===== src/rtl/ffba_pkg.sv =====
// ----------------------------------------------------------------------------
// ffba_pkg
// Shared types and codes for the first-fit block allocator: the per-block
// status codes, the result codes and the request opcodes.
// ----------------------------------------------------------------------------
package ffba_pkg;

  // Status of one block in the table
  typedef enum logic [2:0] {
    ENT_FREE   = 3'd0,
    ENT_SINGLE = 3'd1,
    ENT_FIRST  = 3'd2,
    ENT_CONT   = 3'd3,
    ENT_LAST   = 3'd4
  } blk_state_t;

  // Result codes returned with each transaction
  typedef enum logic [1:0] {
    RES_OK      = 2'd0,
    RES_ZERO    = 2'd1,
    RES_NOFIT   = 2'd2,
    RES_IGNORED = 2'd3
  } res_code_t;

  // Request opcodes
  localparam logic OP_ALLOC = 1'b0;
  localparam logic OP_FREE  = 1'b1;

endpackage


===== src/rtl/ffba_cell.sv =====
// ----------------------------------------------------------------------------
// ffba_cell
// One status entry of the block table. While the ring rotates, the entry
// takes the value of its neighbor; otherwise it holds.
// ----------------------------------------------------------------------------
module ffba_cell (
  input  logic                   clk,
  input  logic                   rst_n,
  input  logic                   shift_en,
  input  ffba_pkg::blk_state_t   d,
  output ffba_pkg::blk_state_t   q
);
  import ffba_pkg::*;

  blk_state_t state_r;

  // Clear to free at reset, advance on shift
  always_ff @(posedge clk) begin
    if (!rst_n) begin
      state_r <= ENT_FREE;
    end else if (shift_en) begin
      state_r <= d;
    end
  end

  assign q = state_r;

endmodule


===== src/rtl/first_fit_block_allocator_unit.sv =====
// ----------------------------------------------------------------------------
// first_fit_block_allocator_unit
// First-fit contiguous block allocator over a table of NUM_BLOCKS entries.
// Requests enter on the in_ channel (valid/ready); each one returns exactly
// one result transaction on the out_ channel (valid/ready). Opcode 0
// allocates the lowest-starting run of request_size free blocks, opcode 1
// frees the run that starts at free_index.
// The table is a ring of NUM_BLOCKS cells that rotates by one entry per
// cycle during the search, marking and free passes, past a single
// read/modify point. An allocate that fits runs a search pass and then a
// marking pass; an allocate with no fit runs the search pass alone; a free
// of a valid index runs one free pass; a zero size or a bad index runs no
// pass. One request is in work at a time; in_ready is high only while
// idle, so the next request is taken only after the current one has moved
// its result into the output register. The result sits in that register;
// while the receiver stalls, the next request can still be accepted and
// run, and its result waits until the register empties. Reset
// (synchronous, active low) clears every entry to free and drops out_valid.
// ----------------------------------------------------------------------------
module first_fit_block_allocator_unit #(
  parameter int NUM_BLOCKS = 16
) (
  input  logic       clk,
  input  logic       rst_n,
  input  logic       in_valid,
  output logic       in_ready,
  input  logic       in_opcode,
  input  logic [4:0] in_request_size,
  input  logic [3:0] in_free_index,
  output logic       out_valid,
  input  logic       out_ready,
  output logic [1:0] out_result_code,
  output logic [3:0] out_start_index
);
  import ffba_pkg::*;

  localparam int CW = $clog2(NUM_BLOCKS);
  localparam int LW = ($clog2(NUM_BLOCKS + 1) > 5) ? $clog2(NUM_BLOCKS + 1) : 5;
  localparam int IW = (CW > 4) ? CW : 4;

  typedef enum logic [2:0] {
    S_IDLE,
    S_SCAN,
    S_MARK,
    S_FREE,
    S_DONE
  } fsm_t;

  fsm_t            state_r, state_nxt;
  logic [CW-1:0]   cnt_r, cnt_nxt;
  logic [LW-1:0]   len_r, len_nxt;
  logic            found_r, found_nxt;
  logic            walk_r, walk_nxt;
  logic [CW-1:0]   start_r, start_nxt;
  logic [CW-1:0]   end_r, end_nxt;
  logic            op_r, op_nxt;
  logic [4:0]      size_r, size_nxt;
  logic [3:0]      idx_r, idx_nxt;
  res_code_t       code_r, code_nxt;
  logic            out_valid_r, out_valid_nxt;
  logic [1:0]      out_code_r, out_code_nxt;
  logic [3:0]      out_start_r, out_start_nxt;

  blk_state_t      cell_q [NUM_BLOCKS];
  blk_state_t      head;
  blk_state_t      wr_val;
  logic            shift_en;
  logic            last_cnt;
  logic [LW-1:0]   len_inc;

  // Ring of status cells; the tail takes the value written at the head
  for (genvar i = 0; i < NUM_BLOCKS; i++) begin : g_cell
    blk_state_t cell_d;
    if (i == NUM_BLOCKS - 1) begin : g_tail
      assign cell_d = wr_val;
    end else begin : g_body
      assign cell_d = cell_q[i+1];
    end
    ffba_cell u_cell (
      .clk      (clk),
      .rst_n    (rst_n),
      .shift_en (shift_en),
      .d        (cell_d),
      .q        (cell_q[i])
    );
  end

  assign head     = cell_q[0];
  assign shift_en = (state_r == S_SCAN) || (state_r == S_MARK) || (state_r == S_FREE);
  assign last_cnt = (cnt_r == CW'(NUM_BLOCKS - 1));
  assign len_inc  = len_r + LW'(1);
  assign in_ready = (state_r == S_IDLE);

  // Next-state and datapath decisions
  always_comb begin
    state_nxt     = state_r;
    cnt_nxt       = cnt_r;
    len_nxt       = len_r;
    found_nxt     = found_r;
    walk_nxt      = walk_r;
    start_nxt     = start_r;
    end_nxt       = end_r;
    op_nxt        = op_r;
    size_nxt      = size_r;
    idx_nxt       = idx_r;
    code_nxt      = code_r;
    out_valid_nxt = out_valid_r;
    out_code_nxt  = out_code_r;
    out_start_nxt = out_start_r;
    wr_val        = head;

    // Drop the result once taken
    if (out_valid_r && out_ready) begin
      out_valid_nxt = 1'b0;
    end

    unique case (state_r)
      S_IDLE: begin
        cnt_nxt   = '0;
        len_nxt   = '0;
        found_nxt = 1'b0;
        walk_nxt  = 1'b0;
        if (in_valid) begin
          op_nxt   = in_opcode;
          size_nxt = in_request_size;
          idx_nxt  = in_free_index;
          if (in_opcode == OP_ALLOC) begin
            if (in_request_size == 5'd0) begin
              code_nxt  = RES_ZERO;
              state_nxt = S_DONE;
            end else begin
              code_nxt  = RES_NOFIT;
              state_nxt = S_SCAN;
            end
          end else begin
            code_nxt = RES_IGNORED;
            if (32'(in_free_index) >= NUM_BLOCKS) begin
              state_nxt = S_DONE;
            end else begin
              state_nxt = S_FREE;
            end
          end
        end
      end

      S_SCAN: begin
        // Track the current free run and latch the first that fits
        if (head != ENT_FREE) begin
          len_nxt = '0;
        end else if (!found_r) begin
          len_nxt = len_inc;
          if (len_inc == LW'(size_r)) begin
            found_nxt = 1'b1;
            start_nxt = cnt_r - CW'(len_r);
            end_nxt   = cnt_r;
          end
        end
        cnt_nxt = cnt_r + CW'(1);
        if (last_cnt) begin
          cnt_nxt = '0;
          if (found_nxt) begin
            state_nxt = S_MARK;
          end else begin
            state_nxt = S_DONE;
          end
        end
      end

      S_MARK: begin
        // Rewrite the entries of the chosen run
        if ((cnt_r >= start_r) && (cnt_r <= end_r)) begin
          if (start_r == end_r) begin
            wr_val = ENT_SINGLE;
          end else if (cnt_r == start_r) begin
            wr_val = ENT_FIRST;
          end else if (cnt_r == end_r) begin
            wr_val = ENT_LAST;
          end else begin
            wr_val = ENT_CONT;
          end
        end
        cnt_nxt = cnt_r + CW'(1);
        if (last_cnt) begin
          cnt_nxt   = '0;
          code_nxt  = RES_OK;
          state_nxt = S_DONE;
        end
      end

      S_FREE: begin
        // Free the run head, then walk its continuation entries
        if (IW'(cnt_r) == IW'(idx_r)) begin
          if (head == ENT_SINGLE) begin
            wr_val   = ENT_FREE;
            code_nxt = RES_OK;
          end else if (head == ENT_FIRST) begin
            wr_val   = ENT_FREE;
            code_nxt = RES_OK;
            walk_nxt = 1'b1;
          end
        end else if (walk_r) begin
          if (head == ENT_CONT) begin
            wr_val = ENT_FREE;
          end else if (head == ENT_LAST) begin
            wr_val   = ENT_FREE;
            walk_nxt = 1'b0;
          end else begin
            walk_nxt = 1'b0;
          end
        end
        cnt_nxt = cnt_r + CW'(1);
        if (last_cnt) begin
          cnt_nxt   = '0;
          walk_nxt  = 1'b0;
          state_nxt = S_DONE;
        end
      end

      S_DONE: begin
        // Hand the result over once the output register is free
        if (!out_valid_r || out_ready) begin
          out_valid_nxt = 1'b1;
          out_code_nxt  = code_r;
          if (code_r == RES_OK && op_r == OP_ALLOC) begin
            out_start_nxt = 4'(start_r);
          end else begin
            out_start_nxt = 4'd0;
          end
          state_nxt = S_IDLE;
        end
      end

      default: begin
        state_nxt = S_IDLE;
      end
    endcase
  end

  // Hold state, request and registered outputs
  always_ff @(posedge clk) begin
    if (!rst_n) begin
      state_r     <= S_IDLE;
      cnt_r       <= '0;
      len_r       <= '0;
      found_r     <= 1'b0;
      walk_r      <= 1'b0;
      out_valid_r <= 1'b0;
    end else begin
      state_r     <= state_nxt;
      cnt_r       <= cnt_nxt;
      len_r       <= len_nxt;
      found_r     <= found_nxt;
      walk_r      <= walk_nxt;
      out_valid_r <= out_valid_nxt;
    end
    start_r     <= start_nxt;
    end_r       <= end_nxt;
    op_r        <= op_nxt;
    size_r      <= size_nxt;
    idx_r       <= idx_nxt;
    code_r      <= code_nxt;
    out_code_r  <= out_code_nxt;
    out_start_r <= out_start_nxt;
  end

  assign out_valid       = out_valid_r;
  assign out_result_code = out_code_r;
  assign out_start_index = out_start_r;

`ifndef SYNTHESIS
  // Reset leaves the head entry free
  a_reset_free: assert property (@(posedge clk) !rst_n |=> (cell_q[0] == ENT_FREE))
    else $error("head entry not free after reset");

  // The marking pass runs only for a run that was found
  a_mark_found: assert property (@(posedge clk) disable iff (!rst_n)
    (state_r == S_MARK) |-> found_r)
    else $error("marking pass without a found run");

  // Every rotation ends realigned at entry zero
  a_realign: assert property (@(posedge clk) disable iff (!rst_n)
    (shift_en && last_cnt) |=> (cnt_r == '0))
    else $error("ring not realigned after a full pass");

  // No free walk outlives its pass
  a_walk_idle: assert property (@(posedge clk) disable iff (!rst_n)
    (state_r == S_IDLE || state_r == S_DONE) |-> !walk_r)
    else $error("free walk active outside the free pass");

  // A result is not overwritten while it waits
  a_no_overwrite: assert property (@(posedge clk) disable iff (!rst_n)
    (out_valid_r && !out_ready) |=> (out_valid_r && $stable(out_code_r)
      && $stable(out_start_r)))
    else $error("pending result changed");
`endif

endmodule

===== config.mk =====
export PLATFORM = sky130hd
export DESIGN_NAME = first_fit_block_allocator_unit
export DESIGN_NICKNAME = d
export VERILOG_FILES = /design/src/rtl/ffba_pkg.sv /design/src/rtl/ffba_cell.sv /design/src/rtl/first_fit_block_allocator_unit.sv
export SDC_FILE = /design/constraint.sdc
export NUM_CORES = 1
export LEC_CHECK = 0
export BUFFER_PORTS_ARGS = -buffer_cell sky130_fd_sc_hd__buf_4
export CORE_MARGIN = 4
export CORE_UTILIZATION = 55
export CTS_CLUSTER_SIZE = 30
export DETAILED_ROUTE_END_ITERATION = 7
export PLACE_DENSITY = 0.81
export SLEW_MARGIN = 30
export SYNTH_ARGS = -nofsm -noshare
export SYNTH_HDL_FRONTEND = slang
export SYNTH_SLANG_ARGS = --single-unit
export TNS_END_PERCENT = 5

===== constraint.sdc =====
create_clock -name clk -period 2.7 [get_ports clk]
set_input_delay 0.54 -clock clk [delete_from_list [all_inputs] [get_ports clk]]
set_output_delay 0.54 -clock clk [all_outputs]
set_load 0.005 [all_outputs]

; After elaboration in Yosys (flattened, before gate mapping)
; Index checks and enable logic that the tools add are counted.
[totals]
wordCells = 133
inputBits = 14
ff_bits = 89
[op_classes]
bitwise_logic = 3
n_addsub = 3
n_reduce_logical = 24
n_mux = 47
n_lt_le_gt_ge = 2
eq_ne = 24
[op_table]
columns = operator, count
row1 = 3-bit two-way mux, 17
row2 = 4-bit == test, 4
row3 = 2-bit two-way mux, 7
row4 = 1-bit two-way mux, 13
row5 = 3-bit by 2-bit == test with 1-bit output (second input constant), 4
row6 = 3-bit case mux with 4 select lines, 1
row7 = 5-bit two-way mux, 2
row8 = 5-bit case mux with 2 select lines, 1
row9 = 2-bit inequality test (second input constant), 4
row10 = 4-bit case mux with 2 select lines, 1
row11 = 4-bit AND reduction, 2
row12 = 3-bit by 1-bit == test with 1-bit output (second input constant), 2
row13 = 3-bit == test (second input constant), 2
row14 = 2-bit case mux with 3 select lines, 1
row15 = 3-bit case mux with 2 select lines, 1
row16 = 2-bit AND reduction, 3
row17 = 2-bit nonzero test, 3
row18 = 3-bit nonzero test, 2
row19 = 5-bit by 1-bit adder with 5-bit output (second input constant), 1
row20 = 5-bit == test, 1
row21 = 5-bit zero test, 1
row22 = 5-bit AND reduction, 1
row23 = 4-bit by 1-bit adder with 4-bit output (second input constant), 1
row24 = 4-bit == test (second input constant), 1
row25 = 19 further kinds, 27

; Longest topological paths before layout
; Gate-level depths: netlist of run 1.
[depth]
depth_word = 9
depth_mapped = 8
mapped_depth_nobuf = 8

; By module
; Synthesis of run 1 repeated with hierarchy kept, for this count alone.
[hier_totals]
cells_unflattened = 381
hier_area_um2 = 4186.5
[by_module_without_submodules]
columns = mod, instances, cells_per_inst, seq_area_each_um2, area_per_inst_um2
row1 = first_fit_block_allocator_unit, 1, 237, 1081.0, 2444.8
row2 = ffba_cell, 16, 9, 60.1, 108.9

; Least setup slack after synthesis of run 1
; OpenSTA, ideal clock, no wires.
[synth_timing]
path_kind = register to register
from = reg len_r[0]
to = reg end_r[0], enable pin
path_slack_ps = 825
setup_ps = 370
required_ps = 2330
n_path_buf = 0
path_stages_with_launch = 7
period_less_slack_ps = 1875
arrival_time_ps = 1505
cell_sequence = dfxtp_1 > ha_1 > nor2b_1 > and2b_1 > o311a_1 > o21ai_1 > nor2_1
[synth_between]
elab_chain_len = 3
[synth_lines]
columns = item, line
row1 = start: declaration, first_fit_block_allocator_unit.sv:51  ; logic [LW-1:0] len_r, len_nxt;
row2 = start signal: assignment, first_fit_block_allocator_unit.sv:251  ; len_r <= len_nxt;
row3 = 5-bit by 1-bit adder with 5-bit output, first_fit_block_allocator_unit.sv:91  ; assign len_inc = len_r + LW'(1);
row4 = 5-bit == test, first_fit_block_allocator_unit.sv:152  ; if (len_inc == LW'(size_r)) begin
row5 = 4-bit AND reduction (no source line), n/a
row6 = end signal: assignment, first_fit_block_allocator_unit.sv:257  ; end_r <= end_nxt;
row7 = end: declaration, first_fit_block_allocator_unit.sv:55  ; logic [CW-1:0] end_r, end_nxt;
; No other way between the ends.
; A chain may end at the register's enable or synchronous reset.

; Final worst setup path of run 1
[layout_timing]
from = reg state_r[0]
to = reg end_r[2], enable pin
[layout_between]
elab_chain_len = 2
[layout_lines]
columns = item, line
row1 = start: declaration, first_fit_block_allocator_unit.sv:49  ; fsm_t state_r, state_nxt;
row2 = start signal: assignment, first_fit_block_allocator_unit.sv:249  ; state_r <= state_nxt;
row3 = 3-bit by 1-bit == test with 1-bit output, first_fit_block_allocator_unit.sv:117  ; unique case (state_r)
row4 = 4-bit AND reduction (no source line), n/a
; No other way between the ends.

==> reports/metrics.csv, run 1 <==
stage,metric,value,unit
floorplanning,die_x,94.0,um
yosys,avgSynthCellArea,9.21,sq um
finish,final_cells,562,
worst_hold_path,hold_depth,1,
setup_path,path_max_fanout,13,
setup_path,r2r_setup_slack,0.42,ns
global_route,grt_pass1_wl,12.2,mm
detailed_routing,dr.pass1.iters,5,
detailed_routing,wl_per_cell,13.3,um
floorplanning,core-area,7210,sq um
floorplanning,ios,22,
finish,num-fill-cells,628,
clocking,cts.repair.resized,0,
yosys,async_flop_share,0,%
yosys,ys_types,48,
clocking,cts_tree,done,
detailed_routing,drc,0,
finish,multiInputGateArea,1880,sq um
sta,period_share,84.3,%
sta,holdWs,0.345,ns
setup_path,cp.arrival,2.28,ns
floorplanning,die_h,94.0,um
finish,seqCellArea,2040,sq um
floorplanning,start_util,56.4,%
placement,gp_congestion,0.923,
clocking,clockRootBuffer,clkbuf_8,
yosys,ys_seq_area_share,50.2,%
floorplanning,die-area,8840,sq um
sta,fmaxAchievable,440,MHz
yosys,synth_top_area_share,31.0,%
finish,fin_util,62.4,%
yosys,synth_warnings,0,
global_route,grt_use_total,17.6,%
detailed_routing,antenna_left,0,
job,drv_cap,0,
detailed_routing,via_per_inst,5.53,
finish,diodes,0,
setup_path,slowest_delay,0.58,ns
setup_path,start_kind,flop,
detailed_routing,wl,7.49,mm
setup_path,crit_type,reg -> reg,
clocking,hold_buffers,0,
setup_path,r2r_cells,4,
sta,min_period,2.28,ns
clocking,cts.sinks,89,
clocking,cts_buffers,9,
placement,portBuffers,21,
sta,worst_pin_slew,0.653,ns
worst_hold_path,hp-start,in_free_index[3],
run_status,status,"complete, no violations",
finish,area_growth,10.5,%
placement,placed_cells,546,
sta,slew_violations,0,
yosys,synthesis.nets,470,
yosys,yosysTopAreaCell,dfxtp_1,
clocking,cts_setup_buffers,0,
power_and_ir_drop,powerDensity,555,nW/um^2
clocking,cts_max_level,3,
global_route,grt_max_degree,46,
placement,dpl.hpwl,5.21,mm
power_and_ir_drop,power,2.50,mW
yosys,synthTopCellsByArea,"dfxtp_1 (31%), edfxtp_1 (19%), nand2_1 (10%)",
setup_path,cpMaxStageDelayCell,dfxtp_1,
yosys,ys_ff_latch,89,
sta,relSlewSlack,56.3,%
worst_hold_path,hold_path.class,in -> reg,
floorplanning,num_rows,31,
setup_path,worstReg2RegEnd,end_r[2],
setup_path,crit_chain,nor2b_1 -> nand2_1 -> or3_1 -> nor2_1,
setup_path,critical_path_required,2.71,ns
detailed_routing,drtIter0Drc,157,
clocking,clock_path_buffers,2,
setup_path,timing.rr.start,state_r[0],
clocking,clock_latency,0.37,ns
global_route,antenna_found_initial,0,
yosys,synth_ff_type,dfxtp_1,
global_route,first_global_vias,2799,
power_and_ir_drop,p_leak,1.63,nW
power_and_ir_drop,irDropWorstVdd,0.363,mV
sta,final.setup_skew,0.00962,ns
sta,setup_viol,0,
yosys,synth_edf_count,26,
finish,final_nets,486,
setup_path,end_kind,flop,
clocking,cts.clk_slew.worst_paths,0.09,ns
sta,hold_viol,0,
worst_hold_path,hold_end,idx_r[3],
detailed_routing,vias,3110,
yosys,syn_inst,442,
sta,rsz0062_at_grt,no,
sta,setup_tns,0,ns
yosys,netlist_area,4070,sq um
finish,drive_above_1_share,10.6,%
global_route,gr-total-overflow,0,
## state kept, by name (all words and copies together) (netlist names)
register / flops
idx_r: 4
out_valid: 1
out_result_code: 2
code_r: 2
start_r: 4
out_start_index: 4
cnt_r: 4
size_r: 5
state_r: 3
found_r: 1
op_r: 1
g_cell.u_cell.q: 48
end_r: 4
walk_r: 1
len_r: 5
## worst max-delay path by stage
stage          slack [ns]        from         end  depth (start not counted)
3_5_place_dp         0.48  state_r[0]    end_r[3]                          4
5_1_grt              0.25  state_r[0]    end_r[3]                          4
2_1_floorplan        0.82    len_r[0]    end_r[0]                          6
4_1_cts              0.47  state_r[0]    end_r[3]                          4
3_3_place_gp         0.55  state_r[0]  start_r[1]                          4
6_report             0.42  state_r[0]    end_r[2]                          4
## power by group
group / switching, mW / leakage, nW / total (mW) / internal [mW]
clock network: 0.503 / 0.0929 / 0.855 / 0.352
logic: 0.137 / 0.777 / 0.219 / 0.0815
registers: 0.0236 / 0.757 / 1.42 / 1.40
total: 0.663 / 1.63 / 2.50 / 1.83
## routing by layer
layer,wire length (um),GRT usage [%]
met1,3470,22.3
met2,3520,28.9
met3,373,3.45
met4,121,8.18
met5,0,0
## cells by family after synthesis
| kind of cell | after synthesis | synth area share, % |
|---|---|---|
| and+or+nand+nor | 181 | 19.7 |
| AOI/OAI and AO/OA | 96 | 17.0 |
| DFF | 89 | 50.2 |
| buffers and inverters | 40 | 3.72 |
| xor gates and xnor gates | 18 | 3.87 |
| adders and majority gates | 14 | 4.49 |
| muxes | 4 | 1.01 |
## through the flow
step,setup slack (ns),cell area [sq um]
global route,0.248,4500
finish,0.425,4500
detailed placement,0.478,4320
global placement,0.547,4320
CTS,0.466,4500
floorplan,0.825,4070
## final cells by class
| class | instances | share of cell area [%] |
|---|---|---|
| clock buffer | 9 | 2.75 |
| tap | 99 | 2.75 |
| clock inverter | 7 | 1.31 |
| multi-input combinational | 313 | 41.9 |
| inverter | 19 | 1.59 |
| sequential | 89 | 45.4 |
| timing repair buffer | 26 | 4.34 |
## cells in the mapped netlist (all sizes together), types with 2 or more instances
| library cell | count |
|---|---|
| a21oi | 9 |
| clkbuf | 19 |
| nor2b | 6 |
| o211ai | 2 |
| mux2i | 3 |
| nor4 | 2 |
| inv | 19 |
| o21ai | 14 |
| nand2 | 111 |
| nand2b | 4 |
| o211a | 2 |
| a31oi | 6 |
| xor2 | 7 |
| or3 | 3 |
| nor2 | 23 |
| and3 | 2 |
| xnor2 | 11 |
| nand3 | 9 |
| a221oi | 2 |
| ha | 13 |
| and2 | 6 |
| edfxtp | 26 |
| nand4 | 3 |
| a21boi | 50 |
| nor3 | 8 |
| buf | 2 |
| dfxtp | 63 |
## layout by cell type (no fill, tap or decap), types with 2 or more instances in the layout
master | netlist | final
a21boi_0 | 50 | 50
ha_1 | 13 | 13
edfxtp_1 | 26 | 26
a221oi_1 | 2 | 2
and2_1 | 6 | 6
nand2b_1 | 4 | 4
nand3_1 | 9 | 9
clkbuf_8 | 0 | 9
xor2_1 | 7 | 7
or3_1 | 3 | 3
buf_4 | 0 | 26
nor2_1 | 23 | 22
o211a_1 | 2 | 2
nor2b_1 | 6 | 6
inv_6 | 0 | 4
nand4_1 | 3 | 3
nand2_1 | 111 | 111
and3_1 | 2 | 2
xnor2_1 | 11 | 11
inv_1 | 19 | 19
a21oi_1 | 9 | 9
o211ai_1 | 2 | 2
nor3_1 | 7 | 7
dfxtp_1 | 63 | 63
a31oi_1 | 6 | 6
mux2i_1 | 3 | 3
o21ai_0 | 13 | 12
## worst max-delay path: cells and delay by family, from the launching register on
| family | cells | cell delay [ns] |
|---|---|---|
| DFF | 1 | 0.58 |
| and+or+nand+nor | 4 | 1.34 |
Power figures use the tool's default switching activity.
==> run 2: changes to the inputs <==
==> constraint.sdc (replaced) <==
create_clock -name clk -period 2.25 [get_ports clk]
set_input_delay 0.45 -clock clk [delete_from_list [all_inputs] [get_ports clk]]
set_output_delay 0.45 -clock clk [all_outputs]
set_load 0.005 [all_outputs]
==> reports/metrics.csv, run 2 (synthesized netlist as in run 1, its figures left out) <==
stage,metric,value,unit
sta,holdWs,0.256,ns
sta,rsz0062_at_grt,no,
setup_path,path_max_fanout,8,
placement,dpl.hpwl,5.58,mm
power_and_ir_drop,p_leak,1.68,nW
detailed_routing,wl,8.01,mm
placement,place_ws,0.202,ns
clocking,cts.clk_slew.worst_paths,0.09,ns
finish,final_nets,493,
setup_path,cp.arrival,2.33,ns
detailed_routing,antenna_left,0,
detailed_routing,drtIter0Drc,263,
clocking,cts_buffers,9,
clocking,cts_max_level,3,
placement,placed_cells,553,
sta,setup_tns,0,ns
floorplanning,die_x,94.0,um
power_and_ir_drop,powerDensity,685,nW/um^2
sta,hold_viol,0,
global_route,grt_pass1_wl,13.4,mm
floorplanning,ios,22,
finish,diodes,0,
floorplanning,core-area,7210,sq um
clocking,cts.repair.resized,0,
worst_hold_path,hold_path.class,in -> reg,
power_and_ir_drop,irDropWorstVdd,0.314,mV
global_route,grt_max_degree,49,
global_route,gr-total-overflow,0,
finish,largest_reg_flops,48,
detailed_routing,wl_per_cell,14.1,um
detailed_routing,via_per_inst,5.44,
clocking,clock_path_buffers,2,
clocking,cts_tree,done,
sta,fin_ws,0.177,ns
sta,worst_pin_slew,0.518,ns
finish,drive_above_1_share,11.9,%
detailed_routing,vias,3094,
clocking,hold_buffers,0,
detailed_routing,wl_met1,3.57,mm
sta,fmaxAchievable,482,MHz
setup_path,end_kind,flop,
run_status,status,"complete, no violations",
detailed_routing,wl_met3,469,um
setup_path,start_kind,flop,
detailed_routing,drc,0,
sta,period_share,92.1,%
setup_path,critical_path_required,2.51,ns
setup_path,crit_type,reg -> reg,
finish,area_growth,12.7,%
detailed_routing,dr.pass1.iters,4,
detailed_routing,wl_met2,3.79,mm
sta,relSlewSlack,65.2,%
finish,layout_commonest_cell,nand2_1,
finish,final_cell_mix,"nand2_1 (111), dfxtp_1 (63), a21boi_0 (50), buf_4 (32), edfxtp_1 (26)",
sta,slew_violations,0,
floorplanning,die_h,94.0,um
floorplanning,num_rows,31,
detailed_routing,top_layer,met4,
global_route,grt_use_total,19.5,%
floorplanning,die-area,8840,sq um
placement,portBuffers,21,
finish,final_cells,569,
clocking,cts.sinks,89,
sta,setup_viol,0,
job,drv_cap,0,
sta,min_period,2.07,ns
clocking,clockRootBuffer,clkbuf_8,
global_route,antenna_found_initial,0,
clocking,clock_latency,0.37,ns
clocking,cts_setup_buffers,0,
sta,final.setup_skew,0.00956,ns
finish,num-fill-cells,601,
global_route,first_global_vias,2915,
floorplanning,start_util,56.4,%
placement,gp_congestion,0.908,
==> run 2: cell count changes in the layout (fill, tap and decap cells not counted), sizes merged <==
cell	before	now
buf	26	33
inv	24	23
bufinv	0	1
==> run 2: power by group <==
group	internal, mW	switching, mW	leakage, nW
combinational	0.110	0.180	0.819
sequential	1.68	0.0220	0.757
clock	0.535	0.616	0.103
total	2.33	0.818	1.68
==> run 2: metal layers <==
layer | GRT usage (%) | up-vias
met1 | 25.6 | 1443
met5 | 0 | -
met4 | 8.30 | 0
met3 | 3.85 | 17
met2 | 31.2 | 82
li1 | - | 1552
==> run 2: stage by stage <==
step	utilization (%)	total power, mW	instance area (sq um)
after floorplan	-	1.93	4070
after global placement	60.7	2.02	4380
after detailed placement	60.7	2.03	4380
after CTS	63.6	3.15	4590
after global routing	63.6	3.25	4590
final	63.6	3.14	4590
==> run 2: final timing paths <==
check	slack, ns	end	from	cells past startpoint
min	0.26	idx_r[2]	in_free_index[2]	1
max	0.18	g_cell[15].u_cell.q[2]	cnt_r[3]	6
min reg2reg	0.46	out_result_code[0]	code_r[0]	0
max reg2reg	0.18	g_cell[15].u_cell.q[2]	cnt_r[3]	6
==> run 2: cell type report <==
type | count | area, sq um | area share [%]
clock buffers | 9 | 124 | 2.70
clock inverters | 7 | 83.8 | 1.83
inverters | 19 | 71.3 | 1.55
multi-input cells | 313 | 1880 | 41.1
flip-flops and latches | 89 | 2040 | 44.5
well taps | 99 | 124 | 2.70
repair buffers | 33 | 260 | 5.67
==> run 2: worst max-delay path, stage by stage, from the launching register on <==
cell	delay, ns
dfxtp_1	0.50
ha_1	0.32
a21oi_1	0.15
o21ai_0	0.16
a21boi_0	0.48
mux2i_1	0.25
o21ai_0	0.10
==> run 3: changes to the inputs <==
==> constraint.sdc (replaced) <==
create_clock -name clk -period 2 [get_ports clk]
set_input_delay 0.4 -clock clk [delete_from_list [all_inputs] [get_ports clk]]
set_output_delay 0.4 -clock clk [all_outputs]
set_load 0.05 [all_outputs]
==> reports/metrics.csv, run 3 (synthesized netlist as in run 1, its figures left out) <==
stage,metric,value,unit
run_status,status,"complete, no violations",
detailed_routing,vias,3157,
finish,layout_commonest_cell,nand2_1,
global_route,antenna_found_initial,0,
setup_path,cp.arrival,2.21,ns
finish,drive_above_1_share,16.1,%
setup_path,slowest_delay,0.35,ns
setup_path,crit_type,reg -> reg,
floorplanning,num_rows,31,
placement,dpl.hpwl,5.50,mm
clocking,clock_path_buffers,2,
detailed_routing,drtIter0Drc,231,
floorplanning,die-area,8840,sq um
placement,gp_congestion,0.915,
worst_hold_path,hold_depth,1,
sta,worst_pin_slew,0.539,ns
detailed_routing,drc,0,
setup_path,path_buf_inv,1,
sta,period_share,96.6,%
global_route,first_global_vias,2924,
setup_path,cpMaxStageDelayCell,dfxtp_1,
detailed_routing,via_per_inst,5.42,
sta,hold_viol,0,
sta,fmaxAchievable,518,MHz
worst_hold_path,hold_end,idx_r[2],
floorplanning,die_h,94.0,um
setup_path,r2r_setup_slack,0.07,ns
detailed_routing,wl_per_cell,13.4,um
clocking,cts.clk_slew.worst_paths,0.09,ns
sta,setup_tns,0,ns
setup_path,r2r_cells,8,
finish,final_cell_mix,"nand2_1 (111), dfxtp_1 (60), a21boi_0 (49), buf_4 (45), edfxtp_1 (26)",
job,drv_cap,0,
clocking,cts_max_level,3,
clocking,cts.sinks,89,
detailed_routing,wl,7.80,mm
power_and_ir_drop,power.internal,2.50,mW
sta,min_period,1.93,ns
floorplanning,die_x,94.0,um
power_and_ir_drop,clockPowerShare,33.9,%
clocking,cts_tree,done,
power_and_ir_drop,combPwrFrac,10.3,%
finish,diodes,0,
floorplanning,core-area,7210,sq um
floorplanning,start_util,56.4,%
sta,slew_violations,0,
clocking,cts_buffers,9,
detailed_routing,dr.pass1.iters,4,
power_and_ir_drop,powerDensity,731,nW/um^2
power_and_ir_drop,seqPwrFrac,55.8,%
power_and_ir_drop,power,3.44,mW
global_route,grt_max_degree,49,
setup_path,crit_chain,ha_2 -> nor2b_4 -> and2b_1 -> o311a_1 -> o21ai_1 -> buf_4 -> or2_4 -> a2111oi_4,
finish,area_growth,15.5,%
sta,final.setup_skew,0.0100,ns
setup_path,start_kind,flop,
worst_hold_path,hp-start,in_free_index[2],
setup_path,critical_path_required,2.28,ns
finish,largest_reg_flops,48,
global_route,grt_pass1_wl,13.3,mm
power_and_ir_drop,power_switching,0.931,mW
clocking,clock_latency,0.37,ns
setup_path,worstReg2RegEnd,state_r[1],
power_and_ir_drop,p_leak,1.74,nW
sta,relSlewSlack,63.9,%
setup_path,timing.rr.start,len_r[0],
placement,portBuffers,21,
clocking,hold_buffers,0,
floorplanning,ios,22,
detailed_routing,antenna_left,0,
power_and_ir_drop,p_sw_share,27.1,%
sta,setup_viol,0,
clocking,cts_setup_buffers,0,
setup_path,timing.critical_path.max_delay_family,compound AO/OA/AOI/OAI gates,
sta,rsz0062_at_grt,yes,
clocking,clockRootBuffer,clkbuf_8,
power_and_ir_drop,irDropWorstVdd,0.393,mV
worst_hold_path,hold_path.class,in -> reg,
global_route,gr-total-overflow,0,
setup_path,path_max_fanout,5,
finish,final_nets,507,
global_route,grt_use_total,19.1,%
setup_path,end_kind,flop,
[run 3: cell types whose count changed in the layout (fill, tap and decap cells not counted), moves of 2 or more]
cell	delta
o21ai_1	+2
nor2_1	-2
buf_4	+13
dfxtp_1	-3
dfxtp_2	+3
o21ai_0	-2
[run 3: how the worst max path moves through the flow]
stage | startpoint | slack (ns) | cells past startpoint | endpoint
finish | len_r[0] | 0.07 | 8 | state_r[1]
global route | len_r[0] | -0.07 | 8 | state_r[1]
CTS | len_r[0] | 0.01 | 8 | state_r[1]
detailed placement | len_r[0] | -0.0008 | 6 | start_r[1]
global placement | len_r[0] | 0.07 | 6 | end_r[3]
floorplan | len_r[0] | 0.12 | 6 | end_r[0]
[run 3: layer usage]
metal	up-vias	routed length [um]	GRT usage, %
li1	1584	-	-
met1	1469	3470	24.7
met2	83	3690	30.2
met3	21	457	4.89
met4	0	186	8.42
met5	-	0	0
[run 3: layout make-up]
cell class / count / area (sq um)
inverter: 19 / 71.3
sequential: 89 / 2050
multi-input combinational: 313 / 1910
clock buffer: 9 / 124
fill: 590 / 2510
tap: 99 / 124
timing repair buffer: 47 / 369
clock inverter: 7 / 61.3
[run 3: worst register-to-register path: stages (launching register included)]
cell and delay (ns):
dfxtp_1 0.35, ha_2 0.22, nor2b_4 0.15, and2b_1 0.12, o311a_1 0.15, o21ai_1 0.10
buf_4 0.15, or2_4 0.26, a2111oi_4 0.34
[run 3: per-stage QoR]
step | cells | hold slack (ns) | utilization [%] | setup slack (ns) | cell area (sq um)
2_1_floorplan | 442 | 0.428 | - | 0.125 | 4070
3_3_place_gp | 567 | 0.445 | 62.2 | 0.0668 | 4490
3_5_place_dp | 567 | 0.455 | 62.2 | -0.000753 | 4490
4_1_cts | 583 | 0.191 | 64.8 | 0.0107 | 4680
5_1_grt | 583 | 0.184 | 65.2 | -0.0702 | 4700
6_report | 583 | 0.204 | 65.2 | 0.0687 | 4700
[run 3: what timing repair did]
item,in CTS,in global routing
setup endpoints to repair,9,40
resized for setup,2,11
gates cloned,0,0
[run 3: power groups by stage]
stage,clock (mW),combinational [mW],sequential [mW]
floorplan,0,0.230,1.95
global placement,0,0.337,1.96
detailed placement,0,0.346,1.96
CTS,1.19,0.349,1.91
global route,1.26,0.394,1.92
finish,1.17,0.355,1.92
